`config.mk`:
```
export PLATFORM = sky130hd
export DESIGN_NAME = rotational_disk_request_queue_flat
export DESIGN_NICKNAME = d
export VERILOG_FILES = /design/src/rtl/rdrq_pkg.sv /design/src/rtl/rdrq_if.sv /design/src/rtl/rdrq_ram.sv /design/src/rtl/rdrq_ctrl.sv /design/src/rtl/rdrq_dp.sv /design/src/rtl/rotational_disk_request_queue.sv /design/src/flat_wrapper.sv
export SDC_FILE = /design/constraint.sdc
export NUM_CORES = 2
export LEC_CHECK = 0
export BUFFER_PORTS_ARGS = -buffer_cell sky130_fd_sc_hd__buf_2
export CAP_MARGIN = 20
export CORE_AREA = 8 8 440 442
export CTS_CLUSTER_DIAMETER = 40
export DETAILED_ROUTE_END_ITERATION = 8
export DIE_AREA = 0 0 448 450
export PLACE_DENSITY = 0.73
export RECOVER_POWER = 50
export REMOVE_ABC_BUFFERS = 1
export SETUP_SLACK_MARGIN = 0.3
export SLEW_MARGIN = 0
export SYNTH_ARGS = -nofsm -noshare
export SYNTH_HDL_FRONTEND = slang
export SYNTH_SLANG_ARGS = --single-unit
export TNS_END_PERCENT = 5
```
`constraint.sdc`:
```
create_clock -name clk_i -period 24.2 [get_ports clk_i]
set_clock_uncertainty 0.05 [all_clocks]
set_input_delay 4.84 -clock clk_i [delete_from_list [all_inputs] [get_ports clk_i]]
set_output_delay 4.84 -clock clk_i [all_outputs]
set_load 0.05 [all_outputs]
```
`src/rtl/rdrq_pkg.sv`:
```
`timescale 1ns / 1ps
// ----------------------------------------------------------------------------
// Rotational disk request queue package
// Widths, codes, entry layout, control words and distance helpers.
// ----------------------------------------------------------------------------
package rdrq_pkg;

  localparam int QUEUE_DEPTH = 64;
  localparam int SECTOR_BITS = 12;

  localparam int ADDR_W     = $clog2(QUEUE_DEPTH);
  localparam int CNT_W      = $clog2(QUEUE_DEPTH + 1);
  localparam int OP_W       = 2;
  localparam int ID_W       = 8;
  localparam int TGT_W      = 12;
  localparam int SC_W       = 13;
  localparam int TPS_W      = 20;
  localparam int TIME_W     = 32;
  localparam int ERR_W      = 2;
  localparam int CFG_IDX_W  = 1;
  localparam int CFG_DATA_W = 20;

  localparam int DIST_W = ((SECTOR_BITS > SC_W) ? SECTOR_BITS : SC_W) + 2;
  localparam int PROD_W = ((TPS_W + DIST_W - 1) > (TIME_W + 1)) ?
                          (TPS_W + DIST_W - 1) : (TIME_W + 1);

  localparam logic [SC_W-1:0]  SC_RESET  = SC_W'(64);
  localparam logic [TPS_W-1:0] TPS_RESET = TPS_W'(1);

  localparam logic [CFG_IDX_W-1:0] CFG_SECTOR_COUNT    = 1'b0;
  localparam logic [CFG_IDX_W-1:0] CFG_TIME_PER_SECTOR = 1'b1;

  typedef enum logic [OP_W-1:0] {
    OP_INSERT = 2'd0,
    OP_REMOVE = 2'd1,
    OP_QUERY  = 2'd2
  } op_e;

  typedef enum logic [ERR_W-1:0] {
    ERR_NONE  = 2'd0,
    ERR_FULL  = 2'd1,
    ERR_EMPTY = 2'd2
  } err_e;

  typedef struct packed {
    logic [ID_W-1:0]        pid;
    logic [ID_W-1:0]        rid;
    logic [SECTOR_BITS-1:0] sector;
    logic                   fresh;
  } entry_t;

  localparam int ENTRY_W = $bits(entry_t);

  typedef struct packed {
    logic latch;
    logic err_full;
    logic err_empty;
    logic rd_prev;
    logic wr_shift;
    logic wr_new;
    logic pop;
    logic q_calc;
    logic q_mul;
    logic load_out;
  } cmd_t;

  typedef struct packed {
    logic [OP_W-1:0] op;
    logic            full;
    logic            empty;
    logic            idx_zero;
    logic            shift_go;
    logic            out_free;
  } sts_t;

  function automatic logic signed [DIST_W-1:0] fwd_dist(
    input logic [SECTOR_BITS-1:0] sec,
    input logic [SECTOR_BITS-1:0] head,
    input logic [SC_W-1:0]        sc,
    input logic                   allow_zero
  );
    logic signed [DIST_W-1:0] d;
    d = $signed(DIST_W'(sec)) - $signed(DIST_W'(head));
    if (allow_zero ? (d < 0) : (d <= 0)) begin
      d = d + $signed(DIST_W'(sc));
    end
    return d;
  endfunction

  function automatic logic [ADDR_W-1:0] wrap_add(
    input logic [ADDR_W-1:0] base,
    input logic [CNT_W-1:0]  off
  );
    logic [CNT_W:0] s;
    s = (CNT_W+1)'(base) + (CNT_W+1)'(off);
    if (s >= (CNT_W+1)'(QUEUE_DEPTH)) begin
      s = s - (CNT_W+1)'(QUEUE_DEPTH);
    end
    return s[ADDR_W-1:0];
  endfunction

endpackage

```
`src/rtl/rdrq_if.sv`:
```
`timescale 1ns / 1ps
// ----------------------------------------------------------------------------
// Rotational disk request queue channels
// Request, result and configuration write channels with valid/ready.
// ----------------------------------------------------------------------------
interface rdrq_in_if;
  logic                                valid;
  logic                                ready;
  logic [rdrq_pkg::OP_W-1:0]           operation;
  logic [rdrq_pkg::ID_W-1:0]           process_id;
  logic [rdrq_pkg::ID_W-1:0]           request_id;
  logic [rdrq_pkg::TGT_W-1:0]          target_sector;
  logic                                fresh_write;

  modport source (output valid, operation, process_id, request_id, target_sector,
                  fresh_write, input ready);
  modport sink (input valid, operation, process_id, request_id, target_sector,
                fresh_write, output ready);
endinterface

interface rdrq_out_if;
  logic                         valid;
  logic                         ready;
  logic [rdrq_pkg::TIME_W-1:0]  time_until_ready;
  logic                         queue_empty;
  logic [rdrq_pkg::ID_W-1:0]    head_process_id;
  logic [rdrq_pkg::ID_W-1:0]    head_request_id;
  logic [rdrq_pkg::ERR_W-1:0]   error;

  modport source (output valid, time_until_ready, queue_empty, head_process_id,
                  head_request_id, error, input ready);
  modport sink (input valid, time_until_ready, queue_empty, head_process_id,
                head_request_id, error, output ready);
endinterface

interface rdrq_cfg_if;
  logic                              valid;
  logic                              ready;
  logic [rdrq_pkg::CFG_IDX_W-1:0]    index;
  logic [rdrq_pkg::CFG_DATA_W-1:0]   data;

  modport source (output valid, index, data, input ready);
  modport sink (input valid, index, data, output ready);
endinterface

```
`src/rtl/rdrq_ram.sv`:
```
`timescale 1ns / 1ps
// ----------------------------------------------------------------------------
// Generic RAM
// One write port, one read port, registered read data.
// ----------------------------------------------------------------------------
module rdrq_ram #(
  parameter int WIDTH = 8,
  parameter int DEPTH = 16
) (
  input  logic                     clk_i,
  input  logic                     we_i,
  input  logic [$clog2(DEPTH)-1:0] waddr_i,
  input  logic [WIDTH-1:0]         wdata_i,
  input  logic [$clog2(DEPTH)-1:0] raddr_i,
  output logic [WIDTH-1:0]         rdata_o
);

  logic [WIDTH-1:0] mem_q [DEPTH];
  logic [WIDTH-1:0] rdata_q;

  always_ff @(posedge clk_i) begin
    if (we_i) begin
      mem_q[waddr_i] <= wdata_i;
    end
    rdata_q <= mem_q[raddr_i];
  end

  assign rdata_o = rdata_q;

endmodule

```
`src/rtl/rdrq_ctrl.sv`:
```
`timescale 1ns / 1ps
// ----------------------------------------------------------------------------
// Rotational disk request queue controller
// Sequences insert scans, pops, queries and result delivery.
// ----------------------------------------------------------------------------
module rdrq_ctrl (
  input  logic           clk_i,
  input  logic           rst_ni,
  input  logic           in_valid_i,
  output logic           in_ready_o,
  input  rdrq_pkg::sts_t sts_i,
  output rdrq_pkg::cmd_t cmd_o
);

  typedef enum logic [3:0] {
    S_IDLE,
    S_DISP,
    S_INS_CHK,
    S_INS_CMP,
    S_INS_PUT,
    S_REM_RD,
    S_REM_POP,
    S_QRY_RD,
    S_QRY_CALC,
    S_QRY_MUL,
    S_FIN_RD,
    S_FIN_OUT
  } state_e;

  state_e state_q, state_d;

  always_ff @(posedge clk_i or negedge rst_ni) begin
    if (!rst_ni) begin
      state_q <= S_IDLE;
    end else begin
      state_q <= state_d;
    end
  end

  assign in_ready_o = (state_q == S_IDLE);

  always_comb begin
    state_d = state_q;
    cmd_o   = '0;
    case (state_q)
      S_IDLE: begin
        if (in_valid_i) begin
          cmd_o.latch = 1'b1;
          state_d     = S_DISP;
        end
      end
      S_DISP: begin
        case (sts_i.op)
          rdrq_pkg::OP_INSERT: begin
            if (sts_i.full) begin
              cmd_o.err_full = 1'b1;
              state_d        = S_FIN_RD;
            end else begin
              state_d = S_INS_CHK;
            end
          end
          rdrq_pkg::OP_REMOVE: begin
            if (sts_i.empty) begin
              cmd_o.err_empty = 1'b1;
              state_d         = S_FIN_RD;
            end else begin
              state_d = S_REM_RD;
            end
          end
          rdrq_pkg::OP_QUERY: begin
            state_d = sts_i.empty ? S_FIN_RD : S_QRY_RD;
          end
          default: begin
            state_d = S_FIN_RD;
          end
        endcase
      end
      S_INS_CHK: begin
        if (sts_i.idx_zero) begin
          state_d = S_INS_PUT;
        end else begin
          cmd_o.rd_prev = 1'b1;
          state_d       = S_INS_CMP;
        end
      end
      S_INS_CMP: begin
        if (sts_i.shift_go) begin
          cmd_o.wr_shift = 1'b1;
          state_d        = S_INS_CHK;
        end else begin
          state_d = S_INS_PUT;
        end
      end
      S_INS_PUT: begin
        cmd_o.wr_new = 1'b1;
        state_d      = S_FIN_RD;
      end
      S_REM_RD: begin
        state_d = S_REM_POP;
      end
      S_REM_POP: begin
        cmd_o.pop = 1'b1;
        state_d   = S_FIN_RD;
      end
      S_QRY_RD: begin
        state_d = S_QRY_CALC;
      end
      S_QRY_CALC: begin
        cmd_o.q_calc = 1'b1;
        state_d      = S_QRY_MUL;
      end
      S_QRY_MUL: begin
        cmd_o.q_mul = 1'b1;
        state_d     = S_FIN_RD;
      end
      S_FIN_RD: begin
        state_d = S_FIN_OUT;
      end
      S_FIN_OUT: begin
        if (sts_i.out_free) begin
          cmd_o.load_out = 1'b1;
          state_d        = S_IDLE;
        end
      end
      default: begin
        state_d = S_IDLE;
      end
    endcase
  end

endmodule

```
`src/rtl/rdrq_dp.sv`:
```
`timescale 1ns / 1ps
// ----------------------------------------------------------------------------
// Rotational disk request queue datapath
// Circular request store, distance compare, query multiply, result register.
// ----------------------------------------------------------------------------
module rdrq_dp (
  input  logic                                clk_i,
  input  logic                                rst_ni,
  input  rdrq_pkg::cmd_t                      cmd_i,
  output rdrq_pkg::sts_t                      sts_o,
  input  logic [rdrq_pkg::OP_W-1:0]           operation_i,
  input  logic [rdrq_pkg::ID_W-1:0]           process_id_i,
  input  logic [rdrq_pkg::ID_W-1:0]           request_id_i,
  input  logic [rdrq_pkg::TGT_W-1:0]          target_sector_i,
  input  logic                                fresh_write_i,
  input  logic                                cfg_valid_i,
  input  logic [rdrq_pkg::CFG_IDX_W-1:0]      cfg_index_i,
  input  logic [rdrq_pkg::CFG_DATA_W-1:0]     cfg_data_i,
  input  logic                                out_ready_i,
  output logic                                out_valid_o,
  output logic [rdrq_pkg::TIME_W-1:0]         time_until_ready_o,
  output logic                                queue_empty_o,
  output logic [rdrq_pkg::ID_W-1:0]           head_process_id_o,
  output logic [rdrq_pkg::ID_W-1:0]           head_request_id_o,
  output logic [rdrq_pkg::ERR_W-1:0]          error_o
);

  logic [rdrq_pkg::CNT_W-1:0]       count_q, count_d;
  logic [rdrq_pkg::CNT_W-1:0]       idx_q, idx_d;
  logic [rdrq_pkg::ADDR_W-1:0]      head_ptr_q, head_ptr_d;
  logic [rdrq_pkg::SECTOR_BITS-1:0] head_sec_q, head_sec_d;
  logic [rdrq_pkg::SC_W-1:0]        sc_q;
  logic [rdrq_pkg::TPS_W-1:0]       tps_q;
  logic                             out_valid_q;

  rdrq_pkg::entry_t                 new_q;
  logic [rdrq_pkg::OP_W-1:0]        op_q;
  logic [rdrq_pkg::ERR_W-1:0]       err_q;
  logic [rdrq_pkg::DIST_W-2:0]      dist_q, dist_d;
  logic [rdrq_pkg::TIME_W-1:0]      time_q, time_d;
  logic [rdrq_pkg::TIME_W-1:0]      out_time_q;
  logic                             out_empty_q;
  logic [rdrq_pkg::ID_W-1:0]        out_pid_q, out_rid_q;
  logic [rdrq_pkg::ERR_W-1:0]       out_err_q;

  rdrq_pkg::entry_t                 rd_e, wr_e;
  logic [rdrq_pkg::ENTRY_W-1:0]     rd_data;
  logic [rdrq_pkg::ADDR_W-1:0]      rd_addr, wr_addr, tail_addr;
  logic                             wr_en;
  logic signed [rdrq_pkg::DIST_W-1:0] d_new, d_old, qd, qd_adj;
  logic                             q_zero_fresh;
  logic [rdrq_pkg::PROD_W-1:0]      prod;

  assign rd_e = rd_data;

  assign tail_addr = rdrq_pkg::wrap_add(head_ptr_q, idx_q);
  assign rd_addr   = cmd_i.rd_prev ?
                     rdrq_pkg::wrap_add(head_ptr_q, idx_q - rdrq_pkg::CNT_W'(1)) :
                     head_ptr_q;

  assign d_new = rdrq_pkg::fwd_dist(new_q.sector, head_sec_q, sc_q, 1'b0);
  assign d_old = rdrq_pkg::fwd_dist(rd_e.sector, head_sec_q, sc_q, 1'b0);
  assign qd    = rdrq_pkg::fwd_dist(rd_e.sector, head_sec_q, sc_q, 1'b1);

  assign q_zero_fresh = (qd == '0) && rd_e.fresh;

  always_comb begin
    if (q_zero_fresh) begin
      qd_adj = $signed(rdrq_pkg::DIST_W'(sc_q));
    end else if (qd < 0) begin
      qd_adj = '0;
    end else begin
      qd_adj = qd;
    end
    dist_d = qd_adj[rdrq_pkg::DIST_W-2:0];
  end

  assign prod   = rdrq_pkg::PROD_W'(tps_q) * rdrq_pkg::PROD_W'(dist_q);
  assign time_d = (|prod[rdrq_pkg::PROD_W-1:rdrq_pkg::TIME_W]) ? '1 :
                  prod[rdrq_pkg::TIME_W-1:0];

  always_comb begin
    wr_en   = 1'b0;
    wr_addr = tail_addr;
    wr_e    = new_q;
    if (cmd_i.wr_shift) begin
      wr_en = 1'b1;
      wr_e  = rd_e;
    end else if (cmd_i.wr_new) begin
      wr_en = 1'b1;
    end else if (cmd_i.q_calc && q_zero_fresh) begin
      wr_en      = 1'b1;
      wr_addr    = head_ptr_q;
      wr_e       = rd_e;
      wr_e.fresh = 1'b0;
    end
  end

  rdrq_ram #(
    .WIDTH (rdrq_pkg::ENTRY_W),
    .DEPTH (rdrq_pkg::QUEUE_DEPTH)
  ) u_store (
    .clk_i   (clk_i),
    .we_i    (wr_en),
    .waddr_i (wr_addr),
    .wdata_i (wr_e),
    .raddr_i (rd_addr),
    .rdata_o (rd_data)
  );

  always_comb begin
    count_d    = count_q;
    idx_d      = idx_q;
    head_ptr_d = head_ptr_q;
    head_sec_d = head_sec_q;
    if (cmd_i.latch) begin
      idx_d = count_q;
    end
    if (cmd_i.wr_shift) begin
      idx_d = idx_q - rdrq_pkg::CNT_W'(1);
    end
    if (cmd_i.wr_new) begin
      count_d = count_q + rdrq_pkg::CNT_W'(1);
    end
    if (cmd_i.pop) begin
      head_sec_d = rd_e.sector;
      head_ptr_d = rdrq_pkg::wrap_add(head_ptr_q, rdrq_pkg::CNT_W'(1));
      count_d    = count_q - rdrq_pkg::CNT_W'(1);
    end
  end

  always_ff @(posedge clk_i or negedge rst_ni) begin
    if (!rst_ni) begin
      count_q     <= '0;
      idx_q       <= '0;
      head_ptr_q  <= '0;
      head_sec_q  <= '0;
      sc_q        <= rdrq_pkg::SC_RESET;
      tps_q       <= rdrq_pkg::TPS_RESET;
      out_valid_q <= 1'b0;
    end else begin
      count_q    <= count_d;
      idx_q      <= idx_d;
      head_ptr_q <= head_ptr_d;
      head_sec_q <= head_sec_d;
      if (cfg_valid_i) begin
        case (cfg_index_i)
          rdrq_pkg::CFG_SECTOR_COUNT:    sc_q  <= cfg_data_i[rdrq_pkg::SC_W-1:0];
          rdrq_pkg::CFG_TIME_PER_SECTOR: tps_q <= cfg_data_i[rdrq_pkg::TPS_W-1:0];
          default: ;
        endcase
      end
      if (cmd_i.load_out) begin
        out_valid_q <= 1'b1;
      end else if (out_ready_i) begin
        out_valid_q <= 1'b0;
      end
    end
  end

  always_ff @(posedge clk_i) begin
    if (cmd_i.latch) begin
      op_q         <= operation_i;
      new_q.pid    <= process_id_i;
      new_q.rid    <= request_id_i;
      new_q.sector <= rdrq_pkg::SECTOR_BITS'(target_sector_i);
      new_q.fresh  <= fresh_write_i;
      err_q        <= rdrq_pkg::ERR_NONE;
      time_q       <= '0;
    end
    if (cmd_i.err_full) begin
      err_q <= rdrq_pkg::ERR_FULL;
    end
    if (cmd_i.err_empty) begin
      err_q <= rdrq_pkg::ERR_EMPTY;
    end
    if (cmd_i.q_calc) begin
      dist_q <= dist_d;
    end
    if (cmd_i.q_mul) begin
      time_q <= time_d;
    end
    if (cmd_i.load_out) begin
      out_time_q  <= time_q;
      out_empty_q <= (count_q == '0);
      out_pid_q   <= (count_q == '0) ? '0 : rd_e.pid;
      out_rid_q   <= (count_q == '0) ? '0 : rd_e.rid;
      out_err_q   <= err_q;
    end
  end

  assign sts_o.op       = op_q;
  assign sts_o.full     = (count_q >= rdrq_pkg::CNT_W'(rdrq_pkg::QUEUE_DEPTH));
  assign sts_o.empty    = (count_q == '0);
  assign sts_o.idx_zero = (idx_q == '0);
  assign sts_o.shift_go = (d_new < d_old);
  assign sts_o.out_free = !out_valid_q || out_ready_i;

  assign out_valid_o        = out_valid_q;
  assign time_until_ready_o = out_time_q;
  assign queue_empty_o      = out_empty_q;
  assign head_process_id_o  = out_pid_q;
  assign head_request_id_o  = out_rid_q;
  assign error_o            = out_err_q;

endmodule

```
`src/rtl/rotational_disk_request_queue.sv`:
```
`timescale 1ns / 1ps
// Each word runs DISP, its op states, then FIN_RD and FIN_OUT: remove REM_RD, REM_POP;
// query QRY_RD, QRY_CALC, QRY_MUL; insert its scan and INS_PUT; rejected or empty-queue: none.
// Throughput: one word in flight; the next word is taken the cycle after the result registers.
// Insert scan: INS_CHK reads an entry (registered port), INS_CMP writes it one slot tailward.
// Reset: queue empty, head sector 0, sector_count 64, time_per_sector 1; no clearing pass.
// ----------------------------------------------------------------------------
// Rotational disk request queue
// Requests sorted by forward rotational distance, with insert, remove, query.
// ----------------------------------------------------------------------------
module rotational_disk_request_queue (
  input  logic        clk_i,
  input  logic        rst_ni,
  rdrq_in_if.sink     in_i,
  rdrq_out_if.source  out_o,
  rdrq_cfg_if.sink    cfg_i
);

  rdrq_pkg::cmd_t cmd;
  rdrq_pkg::sts_t sts;

  assign cfg_i.ready = 1'b1;

  rdrq_ctrl u_ctrl (
    .clk_i      (clk_i),
    .rst_ni     (rst_ni),
    .in_valid_i (in_i.valid),
    .in_ready_o (in_i.ready),
    .sts_i      (sts),
    .cmd_o      (cmd)
  );

  rdrq_dp u_dp (
    .clk_i              (clk_i),
    .rst_ni             (rst_ni),
    .cmd_i              (cmd),
    .sts_o              (sts),
    .operation_i        (in_i.operation),
    .process_id_i       (in_i.process_id),
    .request_id_i       (in_i.request_id),
    .target_sector_i    (in_i.target_sector),
    .fresh_write_i      (in_i.fresh_write),
    .cfg_valid_i        (cfg_i.valid),
    .cfg_index_i        (cfg_i.index),
    .cfg_data_i         (cfg_i.data),
    .out_ready_i        (out_o.ready),
    .out_valid_o        (out_o.valid),
    .time_until_ready_o (out_o.time_until_ready),
    .queue_empty_o      (out_o.queue_empty),
    .head_process_id_o  (out_o.head_process_id),
    .head_request_id_o  (out_o.head_request_id),
    .error_o            (out_o.error)
  );

endmodule

```
`src/flat_wrapper.sv`:
```
// flat-port wrapper written by rule: the top's interface ports become plain ports
module rotational_disk_request_queue_flat 
  (clk_i, rst_ni, in_i_valid, in_i_operation, in_i_process_id, in_i_request_id, in_i_target_sector, in_i_fresh_write, in_i_ready, out_o_valid, out_o_time_until_ready, out_o_queue_empty, out_o_head_process_id, out_o_head_request_id, out_o_error, out_o_ready, cfg_i_valid, cfg_i_index, cfg_i_data, cfg_i_ready);
  rdrq_in_if in_i_i ();
  rdrq_out_if out_o_i ();
  rdrq_cfg_if cfg_i_i ();
  input  logic clk_i;
  input  logic rst_ni;
  input wire logic [$bits(in_i_i.valid)-1:0] in_i_valid;
  input wire logic [$bits(in_i_i.operation)-1:0] in_i_operation;
  input wire logic [$bits(in_i_i.process_id)-1:0] in_i_process_id;
  input wire logic [$bits(in_i_i.request_id)-1:0] in_i_request_id;
  input wire logic [$bits(in_i_i.target_sector)-1:0] in_i_target_sector;
  input wire logic [$bits(in_i_i.fresh_write)-1:0] in_i_fresh_write;
  output wire logic [$bits(in_i_i.ready)-1:0] in_i_ready;
  output wire logic [$bits(out_o_i.valid)-1:0] out_o_valid;
  output wire logic [$bits(out_o_i.time_until_ready)-1:0] out_o_time_until_ready;
  output wire logic [$bits(out_o_i.queue_empty)-1:0] out_o_queue_empty;
  output wire logic [$bits(out_o_i.head_process_id)-1:0] out_o_head_process_id;
  output wire logic [$bits(out_o_i.head_request_id)-1:0] out_o_head_request_id;
  output wire logic [$bits(out_o_i.error)-1:0] out_o_error;
  input wire logic [$bits(out_o_i.ready)-1:0] out_o_ready;
  input wire logic [$bits(cfg_i_i.valid)-1:0] cfg_i_valid;
  input wire logic [$bits(cfg_i_i.index)-1:0] cfg_i_index;
  input wire logic [$bits(cfg_i_i.data)-1:0] cfg_i_data;
  output wire logic [$bits(cfg_i_i.ready)-1:0] cfg_i_ready;
  assign in_i_i.valid = in_i_valid;
  assign in_i_i.operation = in_i_operation;
  assign in_i_i.process_id = in_i_process_id;
  assign in_i_i.request_id = in_i_request_id;
  assign in_i_i.target_sector = in_i_target_sector;
  assign in_i_i.fresh_write = in_i_fresh_write;
  assign in_i_ready = in_i_i.ready;
  assign out_o_valid = out_o_i.valid;
  assign out_o_time_until_ready = out_o_i.time_until_ready;
  assign out_o_queue_empty = out_o_i.queue_empty;
  assign out_o_head_process_id = out_o_i.head_process_id;
  assign out_o_head_request_id = out_o_i.head_request_id;
  assign out_o_error = out_o_i.error;
  assign out_o_i.ready = out_o_ready;
  assign cfg_i_i.valid = cfg_i_valid;
  assign cfg_i_i.index = cfg_i_index;
  assign cfg_i_i.data = cfg_i_data;
  assign cfg_i_ready = cfg_i_i.ready;
  rotational_disk_request_queue u_core (.clk_i(clk_i), .rst_ni(rst_ni), .in_i(in_i_i), .out_o(out_o_i), .cfg_i(cfg_i_i));
endmodule
```
==> results.json <==
{
  "wirelength_um": 235000,
  "r2r-start": "u_core.u_ctrl.state_q[3]",
  "multi_input_area_um2": 28800,
  "maxSlewHeadroom_pct": -175,
  "yosys_warnings": 0,
  "r2r.worst_path.cells": 15,
  "drc_errors": 0,
  "clock-root-buffer": "clkbuf_16",
  "slew_violations": 1265,
  "syn_area_um2": 92800,
  "finalWorstSetupSlack_ps": 9060,
  "ys_seq_area_share_pct": 66.7,
  "fin_nets": 6202,
  "hpwl_um": 135000,
  "drtIter0Drc": 6043,
  "grt_setup_unrepaired": "false",
  "port_buffers": 109,
  "fin_util_pct": 56.8,
  "yosysTopAreaCell": "edfxtp_1",
  "ctsLongestPathBuffers": 4,
  "synth.distinct_cells": 86,
  "critPathCapture": "u_core.u_dp.u_store.rdata_o[0]",
  "fillers": 13738,
  "clk_latency_ps": 930,
  "synth-async-reset-ratio_pct": 3.36,
  "grt_first_pass_wirelength_um": 346000,
  "crit_chain": "or2_2 > nor4b_1 > clkbuf_1 > mux2i_4 > clkbuf_1 > clkbuf_1 > clkbuf_1 > buf_12 > clkbuf_1 > mux4_2 > and2_1 > a211oi_1 > a31oi_1 > a211oi_1 > a21oi_1",
  "cp.depth": 15,
  "min_period_ps": 15140,
  "required_ps": 24790,
  "core-area_um2": 187000,
  "cts_setup_buffers": 0,
  "vias": 52280,
  "min_period_over_period_pct": 62.5,
  "h-tree-depth": 5,
  "max_stage_delay_ps": 2740,
  "cts_resized": 0,
  "grtUsageTotal_pct": 22.8,
  "start_util_pct": 49.7,
  "critPathCaptureType": "register",
  "hold_class": "reg -> reg",
  "rr_endpoint": "u_core.u_dp.u_store.rdata_o[0]",
  "viasPerCell": 6.19,
  "synth_ff_type": "edfxtp_1",
  "synth_cells": 5462,
  "antenna_found_initial": 11,
  "setup_viol": 0,
  "firstDrtPassIters": 5,
  "drtAntennaViolNets": 0,
  "maxCapViolCount": 39,
  "arrival_ps": 15730,
  "fp.dieH_um": 450,
  "crit_start": "u_core.u_ctrl.state_q[3]",
  "post-synth-top-count-cell": "edfxtp_1",
  "gp_congestion": 0.853,
  "ys_seq_elements": 2085,
  "synth_area_leaders": "edfxtp_1, mux4_2, fa_1, ha_1, nand2_1",
  "place_area_um2": 97100,
  "max_freq_ghz": 0.0661,
  "crit_buf_inv": 6,
  "final-seq-area_um2": 62000,
  "grt_pass1_vias": 53467,
  "routedWlPerCell_um": 27.9,
  "criticalPathCategory": "reg -> reg",
  "area_growth_pct": 14.3,
  "final_area_um2": 106000,
  "critPathTopFamily": "buffers and inverters",
  "die_w_um": 448,
  "cts_tree": "done",
  "synth_common_cells": "edfxtp_1, nand2_1, mux4_2",
  "path_common_cell": "clkbuf_1",
  "globalRouteOverflowTotal": 0,
  "cts_hold_buf": 0,
  "cts.sinks": 2085,
  "dp_slack_ps": 15170,
  "slowest_stage": "clkbuf_1",
  "worstPathMaxFanout": 74,
  "die-area_um2": 202000,
  "finalHoldViolCount": 0,
  "grt_max_degree": 141,
  "rows": 159,
  "cts_made_buffers": 284,
  "violations": "max-capacitance violations, max-slew violations",
  "avgSynthCellArea_um2": 17.0,
  "synth-edff-count": 1984,
  "synth_top_area_share_pct": 64.2,
  "io_pins": 111,
  "layout-drive-gt1-share_pct": 19.4,
  "status": "finished with violations",
  "startpoint_type": "register",
  "clkSlewWorstSetupHoldPaths_ps": 50,
  "reg2reg_slack_ps": 9060,
  "tightest_slew_ps": 4130
}
-- layer usage --
layer / GRT usage (%) / routed length, µm / up-vias
li1: - / - / 21751
met4: 9.29 / 9790 / 2
met5: 0 / 20 / -
met2: 36.8 / 115000 / 2937
met3: 5.01 / 22600 / 545
met1: 30.3 / 88200 / 27045
-- worst min path at each step --
stage                           start                                  to  slack (ps)  cells after the start
2_1_floorplan   u_core.u_dp.time_q[0]   u_core.u_dp.time_until_ready_o[0]         350                      0
3_3_place_gp    u_core.u_dp.time_q[2]   u_core.u_dp.time_until_ready_o[2]         350                      0
3_5_place_dp   u_core.u_dp.time_q[11]  u_core.u_dp.time_until_ready_o[11]         350                      0
4_1_cts          u_core.u_dp.err_q[0]              u_core.u_dp.error_o[0]         350                      0
5_1_grt          u_core.u_dp.err_q[0]              u_core.u_dp.error_o[0]         360                      0
6_report         u_core.u_dp.err_q[1]              u_core.u_dp.error_o[1]         350                      0
-- layout make-up --
class | instances | area share [%]
clock inverter | 168 | 1.66
inverter | 307 | 1.09
clock buffer | 322 | 7.02
multi-input combinational | 2770 | 27.2
sequential | 2085 | 58.4
timing repair buffer | 291 | 1.73
tap | 2495 | 2.94
antenna | 5 | 0.0118
-- placed cells by master (no fill, tap or decap), types with 34 or more instances in the layout --
cell | synthesis | routed
o21ai_0 | 79 | 79
a311oi_1 | 59 | 59
inv_1 | 307 | 307
a31oi_1 | 66 | 67
a21oi_1 | 188 | 184
dfrtp_1 | 68 | 68
buf_4 | 4 | 93
a21o_1 | 38 | 38
fa_1 | 220 | 220
buf_2 | 29 | 43
edfxtp_1 | 1984 | 1984
mux2_2 | 34 | 35
nor3_1 | 91 | 50
mux4_2 | 464 | 464
inv_6 | 0 | 34
clkbuf_16 | 0 | 293
ha_1 | 186 | 186
xnor2_1 | 56 | 55
nand2_1 | 497 | 497
clkbuf_1 | 217 | 167
and2_1 | 257 | 234
nor2_1 | 64 | 64
nor3_2 | 0 | 41
a211oi_1 | 151 | 152
-- stage by stage --
stage / cells / TNS, ps / hold slack (ps)
2_1_floorplan: 5162 / -679910 / 350
4_1_cts: 8418 / 0 / 353
3_3_place_gp: 7925 / 0 / 354
5_1_grt: 8439 / 0 / 363
6_report: 8443 / 0 / 350
3_5_place_dp: 7928 / 0 / 355
-- sequential cells by signal (all words and copies together), names as in the netlist --
| signal | flops |
|---|---|
| u_core.u_dp.dist_q | 14 |
| u_core.u_dp.head_ptr_q | 6 |
| u_core.u_dp.head_process_id_o | 8 |
| u_core.u_dp.time_q | 32 |
| u_core.u_dp.op_q | 2 |
| u_core.u_dp.sc_q | 13 |
| u_core.u_dp.head_request_id_o | 8 |
| u_core.u_dp.u_store.mem_q | 1856 |
| u_core.u_ctrl.state_q | 4 |
| u_core.u_dp.new_q | 29 |
| u_core.u_dp.head_sec_q | 12 |
| u_core.u_dp.u_store.rdata_o | 29 |
| u_core.u_dp.count_q | 7 |
| u_core.u_dp.tps_q | 20 |
| u_core.u_dp.error_o | 2 |
| u_core.u_dp.out_valid_o | 1 |
| u_core.u_dp.idx_q | 7 |
| u_core.u_dp.time_until_ready_o | 32 |
| u_core.u_dp.queue_empty_o | 1 |
| u_core.u_dp.err_q | 2 |
-- logic make-up (layout without fill, tap and decap cells) --
logic type	after synthesis	after routing	synth area share, %
adder cells (fa/ha/maj)	406	406	7.25
buffers and inverters	607	1088	2.54
AND/OR/NAND/NOR	1041	1041	5.44
XOR/XNOR	86	86	0.811
multiplexers	539	539	12.1
AO/OA/AOI/OAI	697	697	5.08
flip-flops	2085	2085	66.7
other	1	6	0.00404
Power is not shown: default switching activity piles up to over one toggle a cycle in this logic, so the estimate is an artifact.
